<file path="src/rtl/core/kdlp_pkg.sv">
// Shared types and constants for the key debouncer with long-press detection.
`default_nettype none
package kdlp_pkg;

  // Number of agreeing scans that make a level stable, and the scan spacing.
  localparam int unsigned DEBOUNCE_COUNT   = 3;
  localparam int unsigned SCAN_INTERVAL_MS = 10;
  localparam int unsigned CNT_W            = $clog2(DEBOUNCE_COUNT + 1);

  localparam logic [31:0] LONG_PRESS_RESET = 32'd500;

  typedef logic [CNT_W-1:0] cnt_t;

  typedef enum logic [1:0] {
    CMD_TICK = 2'd0,
    CMD_READ = 2'd1,
    CMD_INIT = 2'd2
  } cmd_t;

  typedef enum logic [1:0] {
    EV_IDLE     = 2'd0,
    EV_PRESSED  = 2'd1,
    EV_RELEASED = 2'd2,
    EV_LONG     = 2'd3
  } event_t;

  typedef enum logic {
    REG_LONG_PRESS   = 1'b0,
    REG_PIN_INVERTED = 1'b1
  } reg_index_t;

  typedef struct packed {
    logic        is_started;
    logic        stable_pressed;
    logic        long_seen;
    logic [31:0] press_start_ms;
    logic [31:0] last_scan_ms;
    cnt_t        settle_count;
    event_t      pending_event;
  } key_state_t;

  typedef struct packed {
    event_t event_code;
    logic   debounced_pressed;
    logic   raw_pressed;
  } key_result_t;

endpackage
`default_nettype wire

</file>
<file path="src/rtl/core/kdlp_step.sv">
// Next-state and result logic for one command beat of the key debouncer.
`default_nettype none
module kdlp_step import kdlp_pkg::*; (
  input  wire logic [1:0]  cmd,
  input  wire logic [31:0] now_ms,
  input  wire logic        pin_level,
  input  wire logic [31:0] long_press_ms,
  input  wire logic        pin_inverted,
  input  wire key_state_t  st,
  output key_state_t       st_next,
  output key_result_t      res
);

  localparam cnt_t        FULL_COUNT = CNT_W'(DEBOUNCE_COUNT);
  localparam logic [31:0] SCAN_MS    = 32'(SCAN_INTERVAL_MS);

  logic        raw;
  logic [31:0] scan_diff;
  logic [31:0] hold_diff;
  logic        scan_due;
  logic        hold_ok;
  logic        ticking;
  cnt_t        cnt_n;
  logic        stable;
  event_t      ev;

  // Pending-slot priority: a press is never replaced, a long press replaces
  // anything else, and a press replaces a pending release.
  function automatic event_t post_event(event_t cur, event_t ev_in);
    event_t r;
    r = cur;
    if (cur == EV_IDLE) begin
      r = ev_in;
    end else if (cur == EV_PRESSED) begin
      r = cur;
    end else if (ev_in == EV_LONG) begin
      r = ev_in;
    end else if (cur == EV_RELEASED && ev_in == EV_PRESSED) begin
      r = ev_in;
    end
    return r;
  endfunction

  assign raw       = pin_inverted ? pin_level : !pin_level;
  assign scan_diff = now_ms - st.last_scan_ms;
  assign hold_diff = now_ms - st.press_start_ms;
  assign scan_due  = scan_diff >= SCAN_MS;
  assign hold_ok   = hold_diff >= long_press_ms;
  assign ticking   = st.is_started &&
                     (cmd_t'(cmd) == CMD_TICK || cmd_t'(cmd) == CMD_READ);

  always_comb begin
    if (raw) begin
      cnt_n = (st.settle_count < FULL_COUNT) ? st.settle_count + cnt_t'(1) : st.settle_count;
    end else begin
      cnt_n = (st.settle_count != '0) ? st.settle_count - cnt_t'(1) : st.settle_count;
    end
  end

  assign stable = cnt_n >= FULL_COUNT;

  always_comb begin
    st_next = st;
    ev      = EV_IDLE;

    if (ticking) begin
      if (!scan_due) begin
        if (st.stable_pressed && !st.long_seen && hold_ok) begin
          st_next.long_seen = 1'b1;
        end
      end else begin
        st_next.last_scan_ms   = now_ms;
        st_next.settle_count   = cnt_n;
        st_next.stable_pressed = stable;
        if (stable && !st.stable_pressed) begin
          // The hold time restarts now, so only a zero threshold is met at once.
          st_next.press_start_ms = now_ms;
          st_next.long_seen      = (long_press_ms == '0);
          st_next.pending_event  = post_event(st.pending_event, EV_PRESSED);
        end else if (!stable && st.stable_pressed) begin
          st_next.long_seen = 1'b0;
          st_next.pending_event = post_event(st.pending_event,
                                             st.long_seen ? EV_LONG : EV_RELEASED);
        end else if (stable && !st.long_seen && hold_ok) begin
          st_next.long_seen = 1'b1;
        end
      end
    end

    case (cmd_t'(cmd))
      CMD_READ: begin
        if (st.is_started) begin
          ev                    = st_next.pending_event;
          st_next.pending_event = EV_IDLE;
        end
      end
      CMD_INIT: begin
        if (!st.is_started) begin
          st_next.is_started     = 1'b1;
          st_next.stable_pressed = raw;
          st_next.settle_count   = raw ? FULL_COUNT : '0;
          st_next.press_start_ms = now_ms;
          st_next.last_scan_ms   = now_ms;
          st_next.long_seen      = 1'b0;
          st_next.pending_event  = EV_IDLE;
        end
      end
      default: begin
      end
    endcase
  end

  assign res.event_code        = ev;
  assign res.debounced_pressed = st_next.stable_pressed;
  assign res.raw_pressed       = st_next.is_started && raw;

endmodule
`default_nettype wire

</file>
<file path="src/rtl/core/key_debounce_long_press_unit.sv">
// Key debouncer with long-press detection: input stage, state and result register.
// Flow: a beat accepted into the input stage is processed once the output register is
// free, and its result is then registered in the output register.
// Throughput: one beat per cycle while out_stall does not hold the output register.
// Reset (rst, synchronous, active high) clears the key state and both valid bits,
// and restores long_press_ms to 500 and pin_inverted to 0.
`default_nettype none
module key_debounce_long_press_unit import kdlp_pkg::*; (
  input  wire logic        clk,
  input  wire logic        rst,
  input  wire logic        in_valid,
  output logic             in_stall,
  input  wire logic [1:0]  cmd,
  input  wire logic [31:0] now_ms,
  input  wire logic        pin_level,
  output logic             out_valid,
  input  wire logic        out_stall,
  output logic [1:0]       event_code,
  output logic             debounced_pressed,
  output logic             raw_pressed,
  input  wire logic        cfg_we,
  input  wire logic        cfg_index,
  input  wire logic [31:0] cfg_data
);

  logic        in_q_valid;
  logic [1:0]  in_q_cmd;
  logic [31:0] in_q_now;
  logic        in_q_pin;
  logic        proc;
  logic        in_accept;

  logic [31:0] long_press_ms;
  logic        pin_inverted;

  key_state_t  st;
  key_state_t  st_next;
  key_result_t res;

  assign proc      = in_q_valid && (!out_valid || !out_stall);
  assign in_stall  = in_q_valid && !proc;
  assign in_accept = in_valid && !in_stall;

  always_ff @(posedge clk) begin
    if (rst) begin
      in_q_valid <= 1'b0;
    end else if (in_accept) begin
      in_q_valid <= 1'b1;
    end else if (proc) begin
      in_q_valid <= 1'b0;
    end
  end

  always_ff @(posedge clk) begin
    if (in_accept) begin
      in_q_cmd <= cmd;
      in_q_now <= now_ms;
      in_q_pin <= pin_level;
    end
  end

  always_ff @(posedge clk) begin
    if (rst) begin
      long_press_ms <= LONG_PRESS_RESET;
      pin_inverted  <= 1'b0;
    end else if (cfg_we) begin
      case (reg_index_t'(cfg_index))
        REG_LONG_PRESS:   long_press_ms <= cfg_data;
        REG_PIN_INVERTED: pin_inverted  <= cfg_data[0];
        default: begin
        end
      endcase
    end
  end

  kdlp_step u_step (
    .cmd           (in_q_cmd),
    .now_ms        (in_q_now),
    .pin_level     (in_q_pin),
    .long_press_ms (long_press_ms),
    .pin_inverted  (pin_inverted),
    .st            (st),
    .st_next       (st_next),
    .res           (res)
  );

  always_ff @(posedge clk) begin
    if (rst) begin
      st <= '0;
    end else if (proc) begin
      st <= st_next;
    end
  end

  always_ff @(posedge clk) begin
    if (rst) begin
      out_valid <= 1'b0;
    end else if (proc) begin
      out_valid <= 1'b1;
    end else if (!out_stall) begin
      out_valid <= 1'b0;
    end
  end

  always_ff @(posedge clk) begin
    if (proc) begin
      event_code        <= res.event_code;
      debounced_pressed <= res.debounced_pressed;
      raw_pressed       <= res.raw_pressed;
    end
  end

  // Nothing can be latched before init.
  a_idle_before_init: assert property (@(posedge clk) disable iff (rst)
    !st.is_started |-> (st.pending_event == EV_IDLE && !st.stable_pressed))
    else $error("event or stable press present before init");

  a_count_saturates: assert property (@(posedge clk) disable iff (rst)
    st.settle_count <= CNT_W'(DEBOUNCE_COUNT))
    else $error("debounce count beyond its ceiling");

  // The long-press flag only lives during a stable press.
  a_long_needs_press: assert property (@(posedge clk) disable iff (rst)
    st.long_seen |-> st.stable_pressed)
    else $error("long-press flag set without a stable press");

  a_proc_gives_result: assert property (@(posedge clk) disable iff (rst)
    proc |=> out_valid)
    else $error("processed beat produced no result");

endmodule
`default_nettype wire

</file>
<file path="config.mk">
export PLATFORM = sky130hd
export DESIGN_NAME = key_debounce_long_press_unit
export DESIGN_NICKNAME = d
export VERILOG_FILES = /design/src/rtl/core/kdlp_pkg.sv /design/src/rtl/core/kdlp_step.sv /design/src/rtl/core/key_debounce_long_press_unit.sv
export SDC_FILE = /design/constraint.sdc
export NUM_CORES = 1
export LEC_CHECK = 0
export BUFFER_PORTS_ARGS = -buffer_cell sky130_fd_sc_hd__clkbuf_2
export CORE_UTILIZATION = 35
export CTS_BUF_LIST = sky130_fd_sc_hd__clkbuf_16
export DETAILED_ROUTE_END_ITERATION = 12
export PLACE_DENSITY = 0.49
export SLEW_MARGIN = 20
export SYNTH_ARGS = -nofsm -noshare
export SYNTH_HDL_FRONTEND = slang
export SYNTH_HIERARCHICAL = 1
export SYNTH_SLANG_ARGS = --single-unit
</file>
<file path="constraint.sdc">
create_clock -name clk -period 12.4 [get_ports clk]
set_clock_uncertainty 0.2 [all_clocks]
set_input_delay 1.86 -clock clk [delete_from_list [all_inputs] [get_ports clk]]
set_output_delay 1.86 -clock clk [all_outputs]
set_load 0.03 [all_outputs]
</file>
==> reports/qor.yml <==
cells_and_area:
  drive_above_1_share_pct: 12.5
  area_growth_pct: 10.5
  final_cell_mix: "254 x nand2_1, 164 x a21oi_1, 119 x inv_1"
  fin_nets: 1575
  fill_cells: 3176
  n_antenna_cell: 0
  final_common_cell: "nand2_1"
critical_path:
  path_buf_inv: 2
  slowest_stage: "o41ai_1"
  max_stage_delay_ns: 0.67
  r2r_start: "in_q_now[0]$_DFFE_PP_"
  cp-start-kind: "flop"
  crit_end: "st[68]$_SDFFE_PP0P_"
  r2r-end: "st[68]$_SDFFE_PP0P_"
  cpMostUsedCell: "a21oi_1"
  crit_start: "in_q_now[0]$_DFFE_PP_"
  r2r_slack_ns: 6.29
  end_kind: "flop"
  cp.required_ns: 12.49
  cp.arrival_ns: 6.20
  worstPathMaxFanout: 4
  path_depth: 27
  path_class: "flop to flop"
  r2r_cells: 27
  worst_path_dominant_cell_family: "compound AO/OA/AOI/OAI gates"
floorplanning:
  die_y_um: 178
  ios: 79
  die_area_um2: 31700
  start_util_pct: 35.5
  fp.dieW_um: 178
  core-area_um2: 30500
  row_count: 64
sta:
  worst_slack_ns: 6.29
  slew_headroom_pct: 28.4
  worst_slew_pin_slew_ns: 1.07
  setup_violations: 0
  finalHoldViolations: 0
  rsz0062_at_grt: "false"
  fin_setup_tns_ns: 0
  slew_viol_final: 0
  fmax_ghz: 0.164
  fin_crit_sh_pct: 49.3
  period_needed_ns: 6.11
clocking:
  tritoncts: "yes"
  cts_buffer_depth: 2
  cts_resized: 0
  h-tree-depth: 4
  numCtsBuffers: 17
  root_buffer: "clkbuf_16"
  clock_sinks: 145
  insertion_delay_ns: 0.45
  clk_pin_slew_ns: 0.07
  post_cts_buffers: 0
  cts_hold_buffers: 0
placement:
  dp_slack_ns: 6.33
  gp_congestion: 0.891
  numPortBuffers: 78
  hpwl_mm: 21.7
global_routing:
  antenna_found_initial: 0
  grtUsageTotal_pct: 19.7
  grt_max_degree: 86
  grt_pass1_vias: 9141
  grt_pass1_wl_mm: 48.4
  grt-ovfl-total: 0
synth:
  ys_top_cells_by_area: "dfxtp_1 20%, ha_1 11%, edfxtp_1 11%"
  syn_area_um2: 10800
  yosys_warnings: 6
  synthArstFlopShare_pct: 0
  ys_seq_area_share_pct: 30.4
  synthFlopType: "dfxtp_1"
  synth_cell_type_count: 77
  yosysTopAreaCell: "dfxtp_1"
  yosysTopAreaCellShare_pct: 19.6
  synth_edf_count: 39
  ys_seq_elements: 145
  synth_fp_nets: 1540
  syn_inst: 1368
  synth.avg_cell_area_um2: 7.93
route:
  drt_iter0_drc: 611
  dr.pass1.iters: 6
  vias_per_cell: 5.31
  wl_mm: 30.2
  vias: 9621
  drc_errors: 0
  drt-wirelength-per-cell_um: 16.6
  detail-route-antenna-nets: 0
pwr:
  p_leak_nw: 4.50
  vdd.ir_drop.worst_mv: 0.104
  p_per_area_nw_per_um2: 113
job:
  cap_violations: 0
status:
  status: "complete, no violations"
hold_path:
  hp-class: "flop to flop"
  hp-start: "st[23]$_SDFFE_PP0P_"
worst reg2reg max path, stage by stage, from the launching register on:
cell and delay [ns]:
edfxtp_1 0.40, inv_1 0.10, ha_1 0.15, inv_1 0.05, fa_1 0.39, a21oi_1 0.22, o21ai_0 0.16, a21oi_1 0.29
a21o_1 0.18, a31oi_1 0.17, a221o_1 0.38, o41ai_1 0.67, o21bai_1 0.11, a211oi_1 0.27, a21oi_1 0.08, ha_1 0.30
a21oi_1 0.15, nor2b_1 0.06, o21ai_0 0.14, nand2b_1 0.07, a21oi_1 0.14, nor2_1 0.05, a2111oi_0 0.52, a21oi_1 0.14
o221a_2 0.26, o22a_1 0.17, nand2_1 0.05, a21oi_1 0.06
through the flow:
step	util, %	std cells	hold slack, ns	cell area, um^2	power [mW]
after detailed placement	37.4	1780	0.247	11400	0.839
after global routing	39.3	1812	0.269	12000	1.43
after CTS	39.3	1812	0.257	12000	1.37
after global placement	37.4	1780	0.241	11400	0.838
after floorplan	-	1368	0.235	10800	0.760
final	39.3	1812	0.253	12000	1.35
worst min path at each step:
| stage | cells past startpoint | endpoint |
|---|---|---|
| 3_5_place_dp | 2 | st[21]$_SDFFE_PP0P_ |
| 6_report | 2 | st[23]$_SDFFE_PP0P_ |
| 2_1_floorplan | 2 | st[69]$_SDFFE_PP0P_ |
| 3_3_place_gp | 2 | st[29]$_SDFFE_PP0P_ |
| 5_1_grt | 2 | st[24]$_SDFFE_PP0P_ |
| 4_1_cts | 2 | st[21]$_SDFFE_PP0P_ |
Yosys cell counts (14+ instances only):
master,n
a21o_1,29
a21oi_1,164
buf_2,16
buf_6,15
clkbuf_1,34
dfxtp_1,106
edfxtp_1,39
ha_1,97
inv_1,119
mux2_4,30
nand2_1,254
nand2b_1,15
nand3_1,23
nand4_1,20
nor2_1,50
nor3_1,14
nor4_1,15
o21a_1,15
o21ai_0,88
xnor2_1,29
xor2_1,14
sequential cells by signal, indices dropped and copies added, names as in the netlist:
signal	cells
debounced_pressed	1
event_code	2
in_q_cmd	2
in_q_now	32
in_q_pin	1
in_q_valid	1
long_press_ms	32
out_valid	1
pin_inverted	1
raw_pressed	1
st	71
logic make-up (layout without fill, tap and decap cells):
family / after synthesis / after routing / share of synthesized area (%)
muxes: 37 / 37 / 4.85
buffers and inverters: 186 / 234 / 7.74
DFF: 145 / 145 / 30.4
AOI/OAI and AO/OA: 414 / 414 / 23.5
adders and majority gates: 99 / 99 / 11.6
xor gates and xnor gates: 43 / 43 / 3.47
and+or+nand+nor: 444 / 444 / 18.5
power breakdown:
part | total (mW) | switching, mW | internal [mW]
logic | 0.304 | 0.180 | 0.124
registers | 0.525 | 0.0198 | 0.506
clock network | 0.519 | 0.237 | 0.282
total | 1.35 | 0.437 | 0.912
layout make-up:
| class | instances | area, um^2 | share of cell area [%] |
|---|---|---|---|
| Tap cell | 396 | 495 | 4.13 |
| Multi-Input combinational cell | 1037 | 6740 | 56.3 |
| Timing Repair Buffer | 82 | 423 | 3.53 |
| Clock inverter | 15 | 149 | 1.24 |
| Inverter | 120 | 455 | 3.80 |
| Clock buffer | 17 | 425 | 3.55 |
| Sequential cell | 145 | 3290 | 27.5 |
metal layers:
metal / wire length, um / vias up / track usage [%] / part of all wire, %
met5: 0 / - / 0 / 0
met4: 538 / 0 / 5.80 / 1.8
met3: 1080 / 26 / 3.64 / 3.6
met2: 13600 / 172 / 31.6 / 45
met1: 14900 / 4537 / 26.8 / 50
li1: - / 4886 / - / -
Note: power is estimated with default switching activity, not from simulation.
